## config.mk

```make
export PLATFORM = sky130hd
export DESIGN_NAME = websocket_frame_encoder
export DESIGN_NICKNAME = d
export VERILOG_FILES = /design/src/hw/rtl/wfe_pkg.sv /design/src/hw/rtl/wfe_front.sv /design/src/hw/rtl/wfe_job_fifo.sv /design/src/hw/rtl/wfe_back.sv /design/src/hw/rtl/websocket_frame_encoder.sv
export SDC_FILE = /design/constraint.sdc
export NUM_CORES = 1
export LEC_CHECK = 0
export BUFFER_PORTS_ARGS = -buffer_cell sky130_fd_sc_hd__buf_2
export CAP_MARGIN = 15
export CORE_AREA = 4 4 143 145
export CTS_CLUSTER_DIAMETER = 50
export DETAILED_ROUTE_END_ITERATION = 7
export DIE_AREA = 0 0 147 149
export PLACE_DENSITY = 0.84
export SLEW_MARGIN = 25
export SYNTH_ARGS = -nofsm -noshare
export SYNTH_HDL_FRONTEND = slang
export SYNTH_SLANG_ARGS = --single-unit
```

## constraint.sdc

```tcl
create_clock -name clk -period 10.54 [get_ports clk]
set_input_delay 1.054 -clock clk [delete_from_list [all_inputs] [get_ports clk]]
set_output_delay 1.054 -clock clk [all_outputs]
set_load 0.05 [all_outputs]
```

## src/hw/rtl/wfe_pkg.sv

```systemverilog
`default_nettype none

package wfe_pkg;

    // Command codes
    typedef enum logic
    {
        CMD_START,
        CMD_PAYLOAD
    } cmd_t;

    localparam int KEY_BYTES   = 4;
    localparam int IDX_W       = 4;

    localparam logic [6:0]  LEN_CODE_16     = 7'h7E;
    localparam logic [6:0]  LEN_CODE_64     = 7'h7F;
    localparam logic [31:0] LEN_SHORT_LIMIT = 32'd126;
    localparam logic [31:0] LEN_MID_LIMIT   = 32'd65536;

    // One input transfer
    typedef struct packed
    {
        cmd_t        command;
        logic        fin_bit;
        logic [3:0]  frame_opcode;
        logic        mask_enable;
        logic [31:0] payload_length;
        logic [31:0] masking_key;
        logic [7:0]  payload_byte;
    } in_item_t;

    // One result transfer
    typedef struct packed
    {
        logic [7:0] out_byte;
        logic       last_of_run;
        logic       frame_end;
        logic       protocol_error;
    } out_item_t;

    // Work handed from the front to the back
    typedef struct packed
    {
        logic        is_hdr;
        logic        fin_bit;
        logic [3:0]  frame_opcode;
        logic        mask_enable;
        logic [31:0] len;
        logic [31:0] key;
        logic [7:0]  data;
        logic        frame_end;
        logic        err;
    } job_t;

    // Key byte by phase, wire order from the top byte down
    function automatic logic [7:0] key_byte(input logic [31:0] key, input logic [1:0] phase);
        logic [7:0] b;
        unique case (phase)
            2'd0:    b = key[31:24];
            2'd1:    b = key[23:16];
            2'd2:    b = key[15:8];
            default: b = key[7:0];
        endcase
        return b;
    endfunction

    // Extended length byte count: 0, 2 or 8
    function automatic logic [IDX_W-1:0] ext_count(input logic [31:0] len);
        logic [IDX_W-1:0] n;
        if (len < LEN_SHORT_LIMIT)
            n = IDX_W'(0);
        else if (len < LEN_MID_LIMIT)
            n = IDX_W'(2);
        else
            n = IDX_W'(8);
        return n;
    endfunction

    // Total header bytes for a start job
    function automatic logic [IDX_W-1:0] hdr_count(input job_t job);
        logic [IDX_W-1:0] n;
        n = IDX_W'(2) + ext_count(job.len) + (job.mask_enable ? IDX_W'(KEY_BYTES) : IDX_W'(0));
        return n;
    endfunction

    // Header byte at a given position
    function automatic logic [7:0] hdr_byte(input job_t job, input logic [IDX_W-1:0] idx);
        logic [IDX_W-1:0] ext_n;
        logic [IDX_W-1:0] j;
        logic [IDX_W-1:0] k;
        logic [6:0]       code;
        logic [7:0]       b;
        ext_n = ext_count(job.len);
        j     = idx - IDX_W'(2);
        k     = idx - IDX_W'(2) - ext_n;
        if (ext_n == IDX_W'(0))
            code = job.len[6:0];
        else if (ext_n == IDX_W'(2))
            code = LEN_CODE_16;
        else
            code = LEN_CODE_64;
        if (idx == IDX_W'(0))
            b = {job.fin_bit, 3'b000, job.frame_opcode};
        else if (idx == IDX_W'(1))
            b = {job.mask_enable, code};
        else if (idx < IDX_W'(2) + ext_n)
        begin
            if (ext_n == IDX_W'(2))
                b = (j == IDX_W'(0)) ? job.len[15:8] : job.len[7:0];
            else
            begin
                unique case (j)
                    IDX_W'(4): b = job.len[31:24];
                    IDX_W'(5): b = job.len[23:16];
                    IDX_W'(6): b = job.len[15:8];
                    IDX_W'(7): b = job.len[7:0];
                    default:   b = 8'h00;
                endcase
            end
        end
        else
            b = key_byte(job.key, k[1:0]);
        return b;
    endfunction

endpackage

`default_nettype wire

```

## src/hw/rtl/wfe_front.sv

```systemverilog
`default_nettype none

module wfe_front
(
    input  wire logic             clk,
    input  wire logic             rst_n,
    input  wire logic             push,
    input  wire logic             full,
    input  wire wfe_pkg::in_item_t item,
    output logic                  job_push,
    output wfe_pkg::job_t         job
);
    import wfe_pkg::*;

    logic [31:0] rem_reg,     rem_next;
    logic [1:0]  phase_reg,   phase_next;
    logic [31:0] key_reg,     key_next;
    logic        mask_on_reg, mask_on_next;
    logic        take;

    assign take     = push && !full;
    assign job_push = take;

    // Classify the transfer and track frame state
    always_comb
    begin
        rem_next     = rem_reg;
        phase_next   = phase_reg;
        key_next     = key_reg;
        mask_on_next = mask_on_reg;

        job              = '0;
        job.fin_bit      = item.fin_bit;
        job.frame_opcode = item.frame_opcode;
        job.mask_enable  = item.mask_enable;
        job.len          = item.payload_length;
        job.key          = item.masking_key;

        if (item.command == CMD_START)
        begin
            job.is_hdr = 1'b1;
            if (take)
            begin
                rem_next     = item.payload_length;
                phase_next   = 2'd0;
                key_next     = item.masking_key;
                mask_on_next = item.mask_enable;
            end
        end
        else if (rem_reg == 32'd0)
        begin
            // stray payload byte: flagged and dropped
            job.err = 1'b1;
        end
        else
        begin
            job.data      = mask_on_reg ? (item.payload_byte ^ key_byte(key_reg, phase_reg))
                                        : item.payload_byte;
            job.frame_end = (rem_reg == 32'd1);
            if (take)
            begin
                rem_next   = rem_reg - 32'd1;
                phase_next = phase_reg + 2'd1;
            end
        end
    end

    always_ff @(posedge clk or negedge rst_n)
    begin
        if (!rst_n)
        begin
            rem_reg     <= '0;
            phase_reg   <= '0;
            key_reg     <= '0;
            mask_on_reg <= 1'b0;
        end
        else
        begin
            rem_reg     <= rem_next;
            phase_reg   <= phase_next;
            key_reg     <= key_next;
            mask_on_reg <= mask_on_next;
        end
    end

`ifndef SYNTHESIS
    a_err_keeps_state: assert property (@(posedge clk) disable iff (!rst_n)
        (take && item.command == CMD_PAYLOAD && rem_reg == 32'd0) |=> $stable(rem_reg))
        else $error("stray payload byte changed the remaining count");
`endif

endmodule

`default_nettype wire

```

## src/hw/rtl/wfe_job_fifo.sv

```systemverilog
`default_nettype none

module wfe_job_fifo
(
    input  wire logic          clk,
    input  wire logic          rst_n,
    input  wire logic          wr_en,
    input  wire wfe_pkg::job_t wr_job,
    output logic               full,
    input  wire logic          rd_en,
    output logic               empty,
    output wfe_pkg::job_t      head
);
    import wfe_pkg::*;

    job_t       jobs_reg [2];
    logic       wr_ptr_reg;
    logic       rd_ptr_reg;
    logic [1:0] count_reg, count_next;

    assign full  = (count_reg == 2'd2);
    assign empty = (count_reg == 2'd0);
    assign head  = jobs_reg[rd_ptr_reg];

    always_comb
    begin
        count_next = count_reg + {1'b0, wr_en} - {1'b0, rd_en};
    end

    // Entry storage
    always_ff @(posedge clk)
    begin
        if (wr_en)
            jobs_reg[wr_ptr_reg] <= wr_job;
    end

    // Pointers and fill level
    always_ff @(posedge clk or negedge rst_n)
    begin
        if (!rst_n)
        begin
            wr_ptr_reg <= 1'b0;
            rd_ptr_reg <= 1'b0;
            count_reg  <= 2'd0;
        end
        else
        begin
            if (wr_en)
                wr_ptr_reg <= ~wr_ptr_reg;
            if (rd_en)
                rd_ptr_reg <= ~rd_ptr_reg;
            count_reg <= count_next;
        end
    end

endmodule

`default_nettype wire

```

## src/hw/rtl/wfe_back.sv

```systemverilog
`default_nettype none

module wfe_back
(
    input  wire logic          clk,
    input  wire logic          rst_n,
    input  wire logic          job_empty,
    input  wire wfe_pkg::job_t job_head,
    output logic               job_pop,
    input  wire logic          pop,
    output logic               empty,
    output wfe_pkg::out_item_t result
);
    import wfe_pkg::*;

    logic [IDX_W-1:0] idx_reg, idx_next;
    logic [IDX_W-1:0] hdr_n;
    logic             last_hdr;
    logic             emit;
    logic             take_out;
    out_item_t        emit_item;

    out_item_t        outq_reg [2];
    logic             out_wr_reg;
    logic             out_rd_reg;
    logic [1:0]       out_count_reg, out_count_next;

    // Header expansion, one byte per cycle while the result queue has room
    assign hdr_n    = hdr_count(job_head);
    assign last_hdr = (idx_reg == hdr_n - IDX_W'(1));
    assign emit     = !job_empty && (out_count_reg != 2'd2);
    assign job_pop  = emit && (!job_head.is_hdr || last_hdr);

    always_comb
    begin
        if (job_head.is_hdr)
        begin
            emit_item.out_byte       = hdr_byte(job_head, idx_reg);
            emit_item.last_of_run    = last_hdr;
            emit_item.frame_end      = last_hdr && (job_head.len == 32'd0);
            emit_item.protocol_error = 1'b0;
        end
        else
        begin
            emit_item.out_byte       = job_head.data;
            emit_item.last_of_run    = 1'b1;
            emit_item.frame_end      = job_head.frame_end;
            emit_item.protocol_error = job_head.err;
        end

        idx_next = idx_reg;
        if (emit && job_head.is_hdr)
            idx_next = last_hdr ? IDX_W'(0) : idx_reg + IDX_W'(1);
    end

    // Result queue towards the consumer
    assign take_out = pop && (out_count_reg != 2'd0);
    assign empty    = (out_count_reg == 2'd0);
    assign result   = outq_reg[out_rd_reg];

    always_comb
    begin
        out_count_next = out_count_reg + {1'b0, emit} - {1'b0, take_out};
    end

    always_ff @(posedge clk)
    begin
        if (emit)
            outq_reg[out_wr_reg] <= emit_item;
    end

    always_ff @(posedge clk or negedge rst_n)
    begin
        if (!rst_n)
        begin
            idx_reg       <= '0;
            out_wr_reg    <= 1'b0;
            out_rd_reg    <= 1'b0;
            out_count_reg <= 2'd0;
        end
        else
        begin
            idx_reg <= idx_next;
            if (emit)
                out_wr_reg <= ~out_wr_reg;
            if (take_out)
                out_rd_reg <= ~out_rd_reg;
            out_count_reg <= out_count_next;
        end
    end

`ifndef SYNTHESIS
    a_idx_on_header: assert property (@(posedge clk) disable iff (!rst_n)
        (idx_reg != IDX_W'(0)) |-> (!job_empty && job_head.is_hdr))
        else $error("header position set with no header job at the head");

    a_idx_in_range: assert property (@(posedge clk) disable iff (!rst_n)
        (!job_empty && job_head.is_hdr) |-> (idx_reg < hdr_n))
        else $error("header position beyond header length");

    a_outq_bound: assert property (@(posedge clk) disable iff (!rst_n)
        out_count_reg != 2'd3)
        else $error("result queue overfilled");
`endif

endmodule

`default_nettype wire

```

## src/hw/rtl/websocket_frame_encoder.sv

```systemverilog
// Channel   Handshake          Payload
// -------   ----------------   ---------------------------
// input     push / full        item   (wfe_pkg::in_item_t)
// result    pop / empty        result (wfe_pkg::out_item_t)
//
// A payload command yields one result; the result path sustains one per cycle while results are popped.
// A start command occupies the header expander for 2 to 14 header bytes, one byte a cycle when not stalled.
// The first result of a transfer is registered in the job queue, then in the result queue, before it appears.
// A two-entry job queue lets input be taken while the expander or the result side stalls.
// Reset empties both queues and clears the frame state.
`default_nettype none

module websocket_frame_encoder
(
    input  wire logic              clk,
    input  wire logic              rst_n,
    input  wire logic              push,
    output logic                   full,
    input  wire wfe_pkg::in_item_t item,
    input  wire logic              pop,
    output logic                   empty,
    output wfe_pkg::out_item_t     result
);
    import wfe_pkg::*;

    logic job_push;
    logic job_pop;
    logic job_empty;
    job_t job_in;
    job_t job_head;

    wfe_front u_front
    (
        .clk      (clk),
        .rst_n    (rst_n),
        .push     (push),
        .full     (full),
        .item     (item),
        .job_push (job_push),
        .job      (job_in)
    );

    wfe_job_fifo u_job_fifo
    (
        .clk    (clk),
        .rst_n  (rst_n),
        .wr_en  (job_push),
        .wr_job (job_in),
        .full   (full),
        .rd_en  (job_pop),
        .empty  (job_empty),
        .head   (job_head)
    );

    wfe_back u_back
    (
        .clk       (clk),
        .rst_n     (rst_n),
        .job_empty (job_empty),
        .job_head  (job_head),
        .job_pop   (job_pop),
        .pop       (pop),
        .empty     (empty),
        .result    (result)
    );

endmodule

`default_nettype wire
```

After elaboration in Yosys (flattened, before gate mapping) --
Memories as Yosys holds them, arrays and structs flattened. Cells that the tools add are included.
Storage, ports and cells: flip-flop bits (word level) 79, memory bits (writable) 184, input port bits 83, memories kept 2
Operators by class: add/subtract/negate cells 13, magnitude comparators 3, equal/unequal tests 15, multiplexer cells 35, bitwise logic cells 6, reduce and logical (&&, ||, !) cells 24
Memory list:
- u_job_fifo.jobs_reg | depth 2, bits a word 81, rd ports 1, clocked after memory_dff 0, write ports 1, RTL line wfe_job_fifo.sv:16 | job_t jobs_reg [2];
- u_back.outq_reg | depth 2, bits a word 11, rd ports 1, clocked after memory_dff 0, write ports 1, RTL line wfe_back.sv:23 | out_item_t outq_reg [2];
Operators with widths (count):
- two-way mux 32 bit | 4
- zero test 32 bit | 2
- two-way mux 8 bit | 8
- case mux 8 bit (3 select lines) | 2
- equality test 32 x 1 -> 1 bit (second input constant) | 1
- < comparator 32 x 17 -> 1 bit (second input constant) | 1
- < comparator 32 x 7 -> 1 bit (second input constant) | 1
- case mux 8 bit (4 select lines) | 1
- subtractor 32 x 1 -> 32 bit (second input constant) | 1
- equality test 4 x 3 -> 1 bit (second input constant) | 4
- two-way mux 4 bit | 4
- zero test 4 bit | 3
- two-way mux 11 bit | 1
- two-way mux 10 bit | 1
- two-way mux 9 bit | 1
- adder 2 x 4 -> 4 bit (first input constant) | 2
- zero test 2 bit | 4
- two-way mux 2 bit | 4
- XOR 8 bit | 1
- two-way mux 1 bit | 7
- two-way mux 7 bit | 1
- equality test 2 bit (second input constant) | 3
- logical AND 1 bit | 6
- nonzero test 2 bit | 3
- other kinds (20) | 30

Longest topological paths before layout --
Gate-level depths: netlist (run 1). An unclocked memory read counts as a cell.
depth in word-level cells 12, depth in mapped cells 18, gate-level depth less buffers 14

Hierarchy --
A second synthesis (run 1) with hierarchy kept.
Second synthesis, totals: cells, all modules 1044, area total of the unflattened synthesis 13284.0 um2
Modules (own cells, without submodules):
- wfe_job_fifo | times used 1, cells each 267, area an instance 6441.2 um2
- wfe_front | times used 1, cells each 543, area an instance 4448.0 um2
- wfe_back | times used 1, cells each 234, area an instance 2394.8 um2

Worst setup path before layout (run 1) --
No wires, ideal clock.
kind input port to flip-flop, start in push, end mem u_job_fifo.jobs_reg[0][0] in the netlist's numbering, enable pin, library setup time 521 ps, arrival 4568 ps, setup slack 5451 ps, cell stages on the path 2, path buffers 0, cells stage by stage nand2_1 nor2_1
Between the ends: word-level cells in the longest chain between the ends 3
RTL lines:
- start: declaration | RTL line websocket_frame_encoder.sv:17 | input wire logic push,
- logical AND 1 bit | RTL line wfe_front.sv:21 | assign take = push && !full;
- two-way mux 1 bit | RTL line wfe_job_fifo.sv:33 | if (wr_en)
- two-way mux 1 bit (not written as such) | RTL line wfe_job_fifo.sv:34 | jobs_reg[wr_ptr_reg] <= wr_job;
- end: declaration | RTL line wfe_job_fifo.sv:16
Every way passes these cells.

Worst setup path after layout (run 1) --
start reg u_job_fifo.rd_ptr_reg, end reg u_job_fifo.count_reg[1]
Between the ends: word-level cells in the longest chain between the ends 11, elaborated cells on any way between the ends 14, classes of those cells add/sub: 4; order compare: 2; eq/ne: 1; mux: 3; reduce/logical: 3; memory: 1
RTL lines:
- start: declaration | RTL line wfe_job_fifo.sv:18 | logic rd_ptr_reg;
- start signal: assignment | RTL line wfe_job_fifo.sv:51 | rd_ptr_reg <= ~rd_ptr_reg;
- memory (2 x 81 bit) *
- < comparator 32 x 17 -> 1 bit | RTL line wfe_pkg.sv:72 | else if (len < LEN_MID_LIMIT)
- two-way mux 4 bit | RTL line wfe_pkg.sv:72
- two-way mux 4 bit | RTL line wfe_pkg.sv:70 | if (len < LEN_SHORT_LIMIT)
- adder 2 x 4 -> 4 bit | RTL line wfe_pkg.sv:82 | n = IDX_W'(2) + ext_count(job.len) + (job.mask_enable ? IDX_W'(KEY_BYTES) : IDX_W'(0));
- adder 4 bit | RTL line wfe_pkg.sv:82
- subtractor 4 x 1 -> 4 bit | RTL line wfe_back.sv:30 | assign last_hdr = (idx_reg == hdr_n - IDX_W'(1));
- equality test 4 bit | RTL line wfe_back.sv:30
- logical OR 1 bit * | RTL line wfe_back.sv:32 | assign job_pop = emit && (!job_head.is_hdr || last_hdr);
- logical AND 1 bit * | RTL line wfe_back.sv:32
- net job_pop | RTL line websocket_frame_encoder.sv:27 | logic job_pop;
- subtractor 2 x 1 -> 2 bit * | RTL line wfe_job_fifo.sv:27 | count_next = count_reg + {1'b0, wr_en} - {1'b0, rd_en};
- net u_job_fifo.count_next[1] | RTL line wfe_job_fifo.sv:19 | logic [1:0] count_reg, count_next;
- end signal: assignment | RTL line wfe_job_fifo.sv:52 | count_reg <= count_next;
- end: declaration | RTL line wfe_job_fifo.sv:19
Mark *: on every way through the listed nets, which the timed path passes. The rest lies on a longest branch. A chain may end at the register's enable or synchronous reset.

==> results.ini, run 1 <==
[status]
status=finished clean

[timing]
hold-worst-slack_ns=0.344
layout_worst_path_cycle_share_pct=50.9
max_freq_ghz=0.186
fin_tns_setup_ns=0
clock_skew_ns=0.0176
min_period_ns=5.37
tightest_slew_ns=1.05
slew_viol_final=0
finalHoldViolations=0
rsz0062_at_grt=false
setup_ws_ns=5.17
setup_viol_count_final=0
relSlewSlack_pct=30.3

[floorplan]
std_cell_rows=51
die_area_um2=21900
die_y_um=149
coreArea_um2=19200
initial_utilization_pct=63.8
io_pins=96
die_w_um=147

[worst_setup_path]
crit_chain=buf_4 -> mux2i_1 -> nor4_1 -> a22oi_1 -> nand2b_1 -> ha_2 -> nor4b_2 -> nand2b_1 -> and2b_1 -> ha_1 -> inv_1 -> ha_1 -> xnor2_1 -> xnor2_1
critPathLaunchType=flip-flop
r2r_cells=14
cp.arrival_ns=5.84
path_max_fanout=37
crit_type=flip-flop to flip-flop
crit_path_end_kind=flip-flop
crit_path_top_delay_cell=dfrtp_4
cp_slowest_stage_delay_ns=0.73
crit_cells=14
required_ns=11.02
crit_family=simple AND/OR/NAND/NOR gates
path_buf_inv=2
rrSetupSlack_ns=5.17

[synth]
synth_area_um2=12300
seq_area_frac_synth_pct=61.2
ys_ff_latch=263
synth_nets=1030
yosysWarnings=0
syn_inst=927
synthArstFlopShare_pct=30.0
netlist-cell-type-count=68
syn-mean-instance-area_um2=13.2
synth-edff-count=184
synthFlopType=edfxtp_1

[pwr]
total_power_mw=4.29
power_density_nw_per_um2=309
p_leak_nw=5.15
ir_drop_mv=0.215

[drt]
dr.first_iter.drc_count=857
drcViolationCount=0
viasPerCell=6.48
vias=8423
firstDrtPassIters=6
ant_nets=0
wl_per_cell_um=22.9
wl_um=29800

[cts]
cts_buffers=29
tritoncts=yes
cts_hold_repair.buffers=0
clk_path_buf_depth=3
root_buffer=clkbuf_16
clkLatencyLatePin_ns=0.55
path_clk_slew_ns=0.06
cts.sinks=263
htree_levels=1
post_cts_buffers=0
ctsResizeCount=0

[final_layout]
regArea_um2=7510
area_growth_syn_to_layout_pct=13.1
diodes=0
fillerInstances=1234
multi_input_area_um2=4460
drive_gt1_share_pct=23.2
nets=1114
largest_register_ffs=162

[placed_design]
pre_cts_ws_ns=4.92
dpl.hpwl_um=20700
place.gp.congestion=0.960
portBuffers=95

[global_routing]
grt_pass1_vias=8352
antenna_found_initial=0
overflow=0
grt_max_degree=69
track_usage_pct=27.4
grt_pass1_wl_um=46800

[worst_hold_path]
min_path_type=input port to asynchronous set/reset pin

[job]
drv_cap=0

[synthesized netlist by cell type (all sizes together), types with 8 or more instances]
cell | number | area (um^2)
dfrtp | 79 | 1980
nor2 | 58 | 225
xor2 | 11 | 96.3
xnor2 | 8 | 70.1
nor4 | 20 | 155
ha | 20 | 250
mux4 | 16 | 360
buf | 22 | 138
a21oi | 45 | 225
edfxtp | 184 | 5530
nand2 | 48 | 180
o22ai | 13 | 81.3
inv | 18 | 67.6
mux2 | 51 | 574
clkbuf | 29 | 111
a2bb2oi | 13 | 114
o21ai | 58 | 294
nand2b | 13 | 81.3
nor3 | 49 | 245
nand3 | 18 | 90.1
a222oi | 8 | 80.1
nand4 | 8 | 77.6
mux2i | 60 | 601
[placed cells by master (no fill, tap or decap), types with 16 or more instances in the layout]
master / instances
ha_1: 19
nor4_1: 18
a21oi_1: 45
nor2_1: 51
nand3_1: 18
nand2_1: 48
dfrtp_1: 78
buf_2: 94
clkbuf_16: 29
o21ai_0: 49
inv_1: 18
nor3_1: 49
edfxtp_1: 184
mux2_2: 50
mux4_2: 16
mux2i_1: 60
[final cells by class]
class	count	share of cell area [%]
Inverter	20	0.542
Sequential cell	263	54.2
Tap cell	265	2.39
Clock buffer	38	5.55
Timing Repair Buffer	104	4.03
Clock inverter	16	1.12
Multi-Input combinational cell	593	32.2
[worst paths after layout]
| kind | end | from |
|---|---|---|
| setup reg to reg | u_job_fifo.count_reg[1]$_DFF_PN0_ | u_job_fifo.rd_ptr_reg$_DFFE_PN0P_ |
| min in group clk | u_front.key_reg[0]$_DFFE_PN0P_ | u_front.key_reg[0]$_DFFE_PN0P_ |
| hold reg to reg | u_front.key_reg[0]$_DFFE_PN0P_ | u_front.key_reg[0]$_DFFE_PN0P_ |
| setup / recovery | u_job_fifo.count_reg[1]$_DFF_PN0_ | u_job_fifo.rd_ptr_reg$_DFFE_PN0P_ |
| hold / removal | u_job_fifo.count_reg[0]$_DFF_PN0_ | rst_n |
| max in group asynchronous | u_front.key_reg[2]$_DFFE_PN0P_ | rst_n |
[kinds of logic (layout without fill, tap and decap cells)]
group,after synthesis,in the layout,share of synthesized area [%]
flip-flops,263,263,61.2
adder cells (fa/ha/maj),20,20,2.04
AO/OA/AOI/OAI,183,183,9.56
buffers and inverters,71,178,2.64
AND/OR/NAND/NOR,244,244,10.6
multiplexers,127,127,12.5
XOR/XNOR,19,19,1.36
[worst reg2reg max path: stages, from the launching register on]
cell	delay, ns
dfrtp_4	0.73
buf_4	0.64
mux2i_1	0.54
nor4_1	0.10
a22oi_1	0.66
nand2b_1	0.39
ha_2	0.55
nor4b_2	0.61
nand2b_1	0.22
and2b_1	0.18
ha_1	0.23
inv_1	0.05
ha_1	0.14
xnor2_1	0.13
xnor2_1	0.13
[routing by layer]
layer / up-vias / share of wire, % / GRT usage, % / routed length [um]
met5: - / 0 / 0 / 0
met4: 0 / 2.2 / 7.41 / 659
met2: 420 / 49 / 45.4 / 14600
li1: 3748 / - / - / -
met1: 4204 / 40 / 38.2 / 11800
met3: 51 / 9.2 / 4.86 / 2730
[where the power goes]
part           total [mW]  switching [mW]  leakage (nW)  internal (mW)
Combinational        1.54           0.956          2.06          0.579
Sequential           1.78           0.254          2.64           1.52
Clock               0.976           0.407         0.457          0.568
[through the flow]
| stage | utilization, % | cells | instance area, um^2 |
|---|---|---|---|
| floorplan | - | 927 | 12300 |
| global placement | 67.2 | 1244 | 12900 |
| detailed placement | 67.3 | 1245 | 12900 |
| CTS | 72.1 | 1299 | 13800 |
| global route | 72.1 | 1299 | 13900 |
| finish | 72.1 | 1299 | 13900 |
No activity file was read; power rests on OpenSTA's default activity.
==> run 2, diff against run 1 <==
--- a/config.mk
+++ b/config.mk
@@ -5,13 +5,14 @@
 export SDC_FILE = /design/constraint.sdc
 export NUM_CORES = 1
 export LEC_CHECK = 0
+export ABC_AREA = 1
 export BUFFER_PORTS_ARGS = -buffer_cell sky130_fd_sc_hd__buf_2
 export CAP_MARGIN = 15
-export CORE_AREA = 4 4 143 145
+export CORE_AREA = 4 4 156 158
 export CTS_CLUSTER_DIAMETER = 50
 export DETAILED_ROUTE_END_ITERATION = 7
-export DIE_AREA = 0 0 147 149
-export PLACE_DENSITY = 0.84
+export DIE_AREA = 0 0 160 162
+export PLACE_DENSITY = 0.76
 export SLEW_MARGIN = 25
 export SYNTH_ARGS = -nofsm -noshare
 export SYNTH_HDL_FRONTEND = slang
==> constraint.sdc (replaced) <==
create_clock -name clk -period 4.7 [get_ports clk]
set_input_delay 0.47 -clock clk [delete_from_list [all_inputs] [get_ports clk]]
set_output_delay 0.47 -clock clk [all_outputs]
set_load 0.05 [all_outputs]
==> run 2 against run 1 <==
Effect of this change: non-clock buffer count up 3; synthesized cell count rose by 38%; via count grew 9.6%; global-route usage decreased by 5.0 points; design area is 2.5% higher; utilization down 11 points; count of clock-buffer cells in the layout decreased by 7; worst hold slack got worse by 0.24 ns; die area up 18%; sequential power grew 110%; combinational power is 150% higher; highest routed layer unchanged.
==> results.ini, run 2 <==
[cts]
htree_levels=1  ; unchanged
root_buffer=clkbuf_16
clk_path_buf_depth=3  ; unchanged
cts.sinks=263  ; unchanged
path_clk_slew_ns=0.06  ; about the same
clkLatencyLatePin_ns=0.56  ; about the same
ctsResizeCount=0  ; unchanged
tritoncts=yes
cts_buffers=29  ; unchanged

[timing]
relSlewSlack_pct=35.9  ; +5.6 points
hold-worst-slack_ns=0.0998  ; -0.244 ns
finalHoldViolations=0  ; unchanged
layout_worst_path_cycle_share_pct=81.5  ; +31 points
fin_tns_setup_ns=0  ; unchanged
rsz0062_at_grt=false
clock_skew_ns=0.0106  ; -0.00698 ns
tightest_slew_ns=0.958  ; -0.0870 ns
max_freq_ghz=0.261  ; +40%
setup_viol_count_final=0  ; unchanged
setup_ws_ns=0.870  ; -4.30 ns
slew_viol_final=0  ; unchanged
min_period_ns=3.83  ; -1.54 ns

[final_layout]
diodes=0  ; unchanged
fillerInstances=1892  ; +53%
postLayoutCoreUtil_pct=61.4  ; -11 points
final_cell_mix=350 x nand2_1, 184 x edfxtp_1, 149 x nor2_1
instances_no_fill=1689  ; +30%
largest_register_ffs=162  ; unchanged
drive_gt1_share_pct=15.2  ; -8.1 points
nets=1479  ; +33%
area_growth_syn_to_layout_pct=13.4
mostFrequentLayoutCell=nand2_1
final_cell_area_um2=14200  ; +2.5%

[synth]
ys_top_cells_by_area=edfxtp_1 44%, dfrtp_1 16%, nand2_1 10%, nor2_1 4.5%, inv_1 3.7%
yosysWarnings=0  ; unchanged
synthFlopType=edfxtp_1
yosys-top-cells-count=350 x nand2_1, 184 x edfxtp_1, 151 x nor2_1
synth_nets=1383  ; +34%
synth-edff-count=184  ; unchanged
ys_ff_latch=263  ; unchanged
syn-mean-instance-area_um2=9.78  ; -26%
synth_top_cell_area_share_pct=44.1  ; -0.98 points
synth_area_um2=12500  ; +2.2%
netlist-cell-type-count=46  ; -32%
yosys.area.top_type=edfxtp_1
yosys.cell_count.top_type=nand2_1
syn_inst=1280  ; +38%
synthArstFlopShare_pct=30.0  ; unchanged
seq_area_frac_synth_pct=59.9  ; -1.3 points

[job]
drv_cap=0  ; unchanged

[floorplan]
die_y_um=162  ; +8.7%
coreArea_um2=23100  ; +20%
io_pins=96  ; unchanged
die_w_um=160  ; +8.8%
die_area_um2=25900  ; +18%
initial_utilization_pct=54.2  ; -9.6 points
std_cell_rows=56  ; +9.8%

[placed_design]
place.gp.congestion=0.978  ; +1.9%
portBuffers=95  ; unchanged
dpl.hpwl_um=20300  ; -1.9%
postPlaceCellArea_um2=13300  ; +2.6%
dp_cells=1634  ; +31%
pre_cts_ws_ns=0.907  ; -4.02 ns

[worst_hold_path]
hold_depth=1
min_path_type=input port to flip-flop
hp-start=item[73]

[global_routing]
antenna_found_initial=0  ; unchanged
grt_pass1_vias=8913  ; +6.7%
overflow=0  ; unchanged
grt_pass1_wl_um=46800  ; about the same
track_usage_pct=22.4  ; -5.0 points
grt_max_degree=83  ; +20%

[pwr]
total_power_mw=9.81  ; +130%
power_density_nw_per_um2=690  ; +120%
ir_drop_mv=0.415  ; +93%
p_leak_nw=6.18  ; +20%

[drt]
dr.first_iter.drc_count=1016  ; +19%
viasPerCell=5.46  ; -16%
wl_um=29700  ; -0.19%
wl_per_cell_um=17.6  ; -23%
drcViolationCount=0  ; unchanged
vias=9228  ; +9.6%
ant_nets=0  ; unchanged
firstDrtPassIters=5  ; -1

[worst_setup_path]
crit_type=flip-flop to flip-flop
worstSetupStartpoint=u_job_fifo.rd_ptr_reg$_DFFE_PN0P_
critPathLaunchType=flip-flop
cp.arrival_ns=4.30  ; -1.54 ns
required_ns=5.17  ; -5.85 ns
crit_top_cell=ha_1
r2r_cells=18  ; +4
crit_path_end_kind=flip-flop
cp_slowest_stage_delay_ns=0.54  ; -0.19 ns
crit_chain=buf_4 -> nand2_1 -> o21ai_1 -> nand2_1 -> nor2_1 -> nand2_2 -> nor2_8 -> nand2_4 -> ha_1 -> nor2_1 -> inv_1 -> nor4_2 -> inv_2 -> a21oi_2 -> ha_1 -> inv_1 -> ha_1 -> xnor2_1
rr_startpoint=u_job_fifo.rd_ptr_reg$_DFFE_PN0P_
crit_path_top_delay_cell=dfrtp_2
path_max_fanout=28  ; -24%

[status]
status=finished clean

run 2: cell count changes in the layout (fill, tap and decap cells not counted), moves of 10 or more:
| cell | change |
|---|---|
| nand2_1 | +302 |
| inv_1 | +107 |
| nor2_1 | +98 |
| mux2i_1 | -58 |
| o21ai_0 | +41 |
| nor3_1 | -40 |
| mux2_2 | -17 |
| a21oi_1 | -16 |
| mux4_2 | -16 |
| nand3_1 | +15 |
| nor4_1 | -14 |
| a2bb2oi_1 | -13 |
| nand2b_1 | -13 |
| a31oi_1 | +10 |
run 2: cell families (layout without fill, tap and decap cells):
kind of cell	after synthesis	after routing	share of synthesized area, %
XOR/XNOR	34	34	2.38
AND/OR/NAND/NOR	568	568	18.4
AO/OA/AOI/OAI	188	188	8.52
buffers and inverters	172	291	5.69
multiplexers	35	35	3.13
adder cells (fa/ha/maj)	20	20	2.00
flip-flops	263	263	59.9
run 2: final timing paths:
| kind | endpoint | slack, ns |
|---|---|---|
| setup / recovery | u_job_fifo.count_reg[1]$_DFF_PN0_ | 0.87 |
| hold / removal | u_job_fifo.jobs_reg[0][75]$_DFFE_PP_ | 0.1 |
| setup reg to reg | u_job_fifo.count_reg[1]$_DFF_PN0_ | 0.87 |
| max in group asynchronous | u_front.rem_reg[6]$_DFFE_PN0P_ | 3.26 |
| hold reg to reg | u_front.key_reg[0]$_DFFE_PN0P_ | 0.50 |
| min in group asynchronous | u_front.key_reg[17]$_DFFE_PN0P_ | 0.45 |
run 2: critical path, delay by kind of cell (launching register included):
kind,cells,cell delay [ns]
adders and majority gates,3,0.73
and+or+nand+nor,8,1.36
AOI/OAI and AO/OA,2,0.31
DFF,1,0.54
xor gates and xnor gates,1,0.12
buffers and inverters,4,0.68
run 2: what timing repair did:
action	4_1_cts	5_1_grt
setup endpoints to repair	0	0
hold endpoints to repair	37	0
hold buffers	1	0
setup buffers	0	0
run 2: layer usage:
metal	up-vias	track usage [%]	part of all wire, %
met4	0	6.06	2.5
met1	4342	32.3	44
li1	4461	-	-
met2	362	36.4	47
met3	63	2.99	6.4
met5	-	0	0
run 2: cell type report:
type	instances	area (um^2)	area share (%)
Clock inverter	23	186	1.31
Sequential cell	263	7500	52.8
Multi-Input combinational cell	845	4320	30.4
Timing Repair Buffer	107	587	4.13
Inverter	130	488	3.44
Clock buffer	31	753	5.30
Tap cell	290	363	2.55
run 2: where the power goes:
part,switching (mW),total (mW),leakage (nW),internal [mW]
registers,0.406,3.82,2.66,3.42
logic,2.65,3.80,3.06,1.15
clock network,0.990,2.19,0.459,1.20
==> run 3, diff against run 2 <==
==> constraint.sdc (replaced) <==
create_clock -name clk -period 3.5 [get_ports clk]
set_input_delay 0.35 -clock clk [delete_from_list [all_inputs] [get_ports clk]]
set_output_delay 0.35 -clock clk [all_outputs]
set_load 0.05 [all_outputs]
==> run 3 against run 2 <==
Effect of this change: register-to-register slack worse by 0.66 ns; sequential power rose by 34%; critical path type unchanged; highest routed layer unchanged; largest power group is now combinational logic; first-iteration DRC count decreased by 7.6%; combinational power rose by 40%; clock skew grew 0.020 ns.
==> results.ini, run 3 (same netlist as run 2, synthesis figures left out) <==
[final_layout]
nets=1512  ; +2.2%
area_growth_syn_to_layout_pct=16.6
fillerInstances=1838  ; -2.9%
final_cell_area_um2=14600  ; +2.8%
drive_gt1_share_pct=16.1  ; +0.92 points
mostFrequentLayoutCell=nand2_1
largest_register_ffs=162  ; unchanged
final_cell_mix=350 x nand2_1, 184 x edfxtp_1, 148 x nor2_1

[drt]
drcViolationCount=0  ; unchanged
dr.first_iter.drc_count=939  ; -7.6%
ant_nets=0  ; unchanged
vias=9482  ; +2.8%
viasPerCell=5.51  ; +0.78%
wl_um=30700  ; +3.3%
wl_per_cell_um=17.8  ; +1.3%
firstDrtPassIters=5  ; unchanged

[floorplan]
coreArea_um2=23100  ; unchanged
die_area_um2=25900  ; unchanged
io_pins=96  ; unchanged
std_cell_rows=56  ; unchanged
die_y_um=162  ; unchanged
initial_utilization_pct=54.2  ; unchanged
die_w_um=160  ; unchanged

[cts]
clkLatencyLatePin_ns=0.56  ; about the same
clk_path_buf_depth=3  ; unchanged
root_buffer=clkbuf_16
path_clk_slew_ns=0.06  ; about the same
htree_levels=1  ; unchanged
cts.sinks=263  ; unchanged
tritoncts=yes
cts_buffers=28  ; -3.4%

[placed_design]
portBuffers=95  ; unchanged
place.gp.congestion=0.888  ; -9.2%
postPlaceCellArea_um2=13300  ; +0.54%
dpl.hpwl_um=20900  ; +2.9%

[pwr]
total_power_mw=13.5  ; +37%
p_leak_nw=6.37  ; +3.1%
power_density_nw_per_um2=923  ; +34%
ir_drop_mv=0.497  ; +20%

[global_routing]
overflow=0  ; unchanged
grt_pass1_vias=8871  ; -0.47%
antenna_found_initial=0  ; unchanged
grt_pass1_wl_um=47000  ; +0.46%
grt_max_degree=57  ; -31%
track_usage_pct=22.7  ; +0.24 points

[timing]
finalHoldViolations=0  ; unchanged
relSlewSlack_pct=42.0  ; +6.2 points
min_period_ns=3.29  ; -0.544 ns
clock_skew_ns=0.0308  ; +0.0202 ns
setup_viol_count_final=0  ; unchanged
tightest_slew_ns=0.866  ; -0.0921 ns
layout_worst_path_cycle_share_pct=93.9  ; +12 points
max_freq_ghz=0.304  ; +17%
hold-worst-slack_ns=0.00299  ; -0.0968 ns
slew_viol_final=0  ; unchanged

[worst_hold_path]
hold_depth=1  ; unchanged
min_path_type=input port to flip-flop

[worst_setup_path]
required_ns=3.81  ; -1.36 ns
cp.arrival_ns=3.60  ; -0.70 ns
crit_type=flip-flop to flip-flop
crit_path_end_kind=flip-flop
r2r_cells=18  ; unchanged
path_max_fanout=28  ; unchanged
critPathLaunchType=flip-flop

[status]
status=finished clean

[job]
drv_cap=0  ; unchanged

[run 3: layout make-up]
cell class                 count  area, um^2  area share (%)
timing repair buffer         141         911            6.24
inverter                     130         490            3.36
antenna                        1        2.50          0.0171
multi-input combinational    845        4350            29.8
sequential                   263        7500            51.4
tap                          290         363            2.48
clock inverter                17         180            1.23
clock buffer                  35         800            5.48
[run 3: final timing paths]
check                                                  startpoint                                    to  slack (ns)
worst min-delay path                                     item[11]  u_job_fifo.jobs_reg[1][13]$_DFFE_PP_       0.003
worst max-delay path            u_job_fifo.rd_ptr_reg$_DFFE_PN0P_       u_back.outq_reg[0][6]$_DFFE_PP_        0.21
max in group asynchronous                                   rst_n       u_front.rem_reg[16]$_DFFE_PN0P_        2.30
worst min register to register     u_front.key_reg[5]$_DFFE_PN0P_        u_front.key_reg[5]$_DFFE_PN0P_        0.50
worst max register to register  u_job_fifo.rd_ptr_reg$_DFFE_PN0P_       u_back.outq_reg[0][6]$_DFFE_PP_        0.21
min in group asynchronous                                   rst_n        u_front.key_reg[9]$_DFFE_PN0P_        0.44
[run 3: worst max-delay path, stage by stage, from the launching register on]
cell	delay, ns
dfrtp_2	0.48
clkbuf_16	0.23
o21ai_1	0.19
nand2_1	0.08
nor2_2	0.10
nand2_2	0.10
nor2_8	0.13
nand2_4	0.10
ha_1	0.33
nand2_1	0.32
nor2_1	0.10
o21ai_0	0.14
o2111ai_2	0.23
a21oi_1	0.17
nand2_1	0.07
nand2_1	0.07
nand2_1	0.06
nand2_1	0.06
nand2_1	0.06
[run 3: metal layers]
metal / vias up / global-route usage, % / part of all wire [%]
li1: 4540 / - / -
met1: 4523 / 31.9 / 44
met2: 353 / 36.2 / 46
met3: 66 / 4.09 / 7.0
met4: 0 / 7.51 / 2.9
met5: - / 0 / 0
[run 3: timing repair]
item / CTS / global route
gates resized for setup: 0 / 13
setup endpoints to repair: 0 / 6
setup buffers: 0 / 1
endpoints found under the hold margin: 89 / 8
hold buffers: 19 / 4
[run 3: power by group]
| part | internal, mW | switching [mW] |
|---|---|---|
| Clock | 1.79 | 1.25 |
| Combinational | 1.66 | 3.65 |
| Sequential | 4.59 | 0.546 |
| Total | 8.04 | 5.45 |
[run 3: metrics by stage]
| stage | worst slack, ns | util [%] | cells | setup TNS [ns] |
|---|---|---|---|---|
| detailed placement | 0.192 | 57.6 | 1644 | 0 |
| global route | -0.0357 | 63.1 | 1721 | -0.0839 |
| floorplan | 0.381 | - | 1280 | 0 |
| global placement | 0.286 | 57.6 | 1644 | 0 |
| CTS | 0.165 | 62.7 | 1715 | 0 |
| finish | 0.214 | 63.2 | 1722 | 0 |
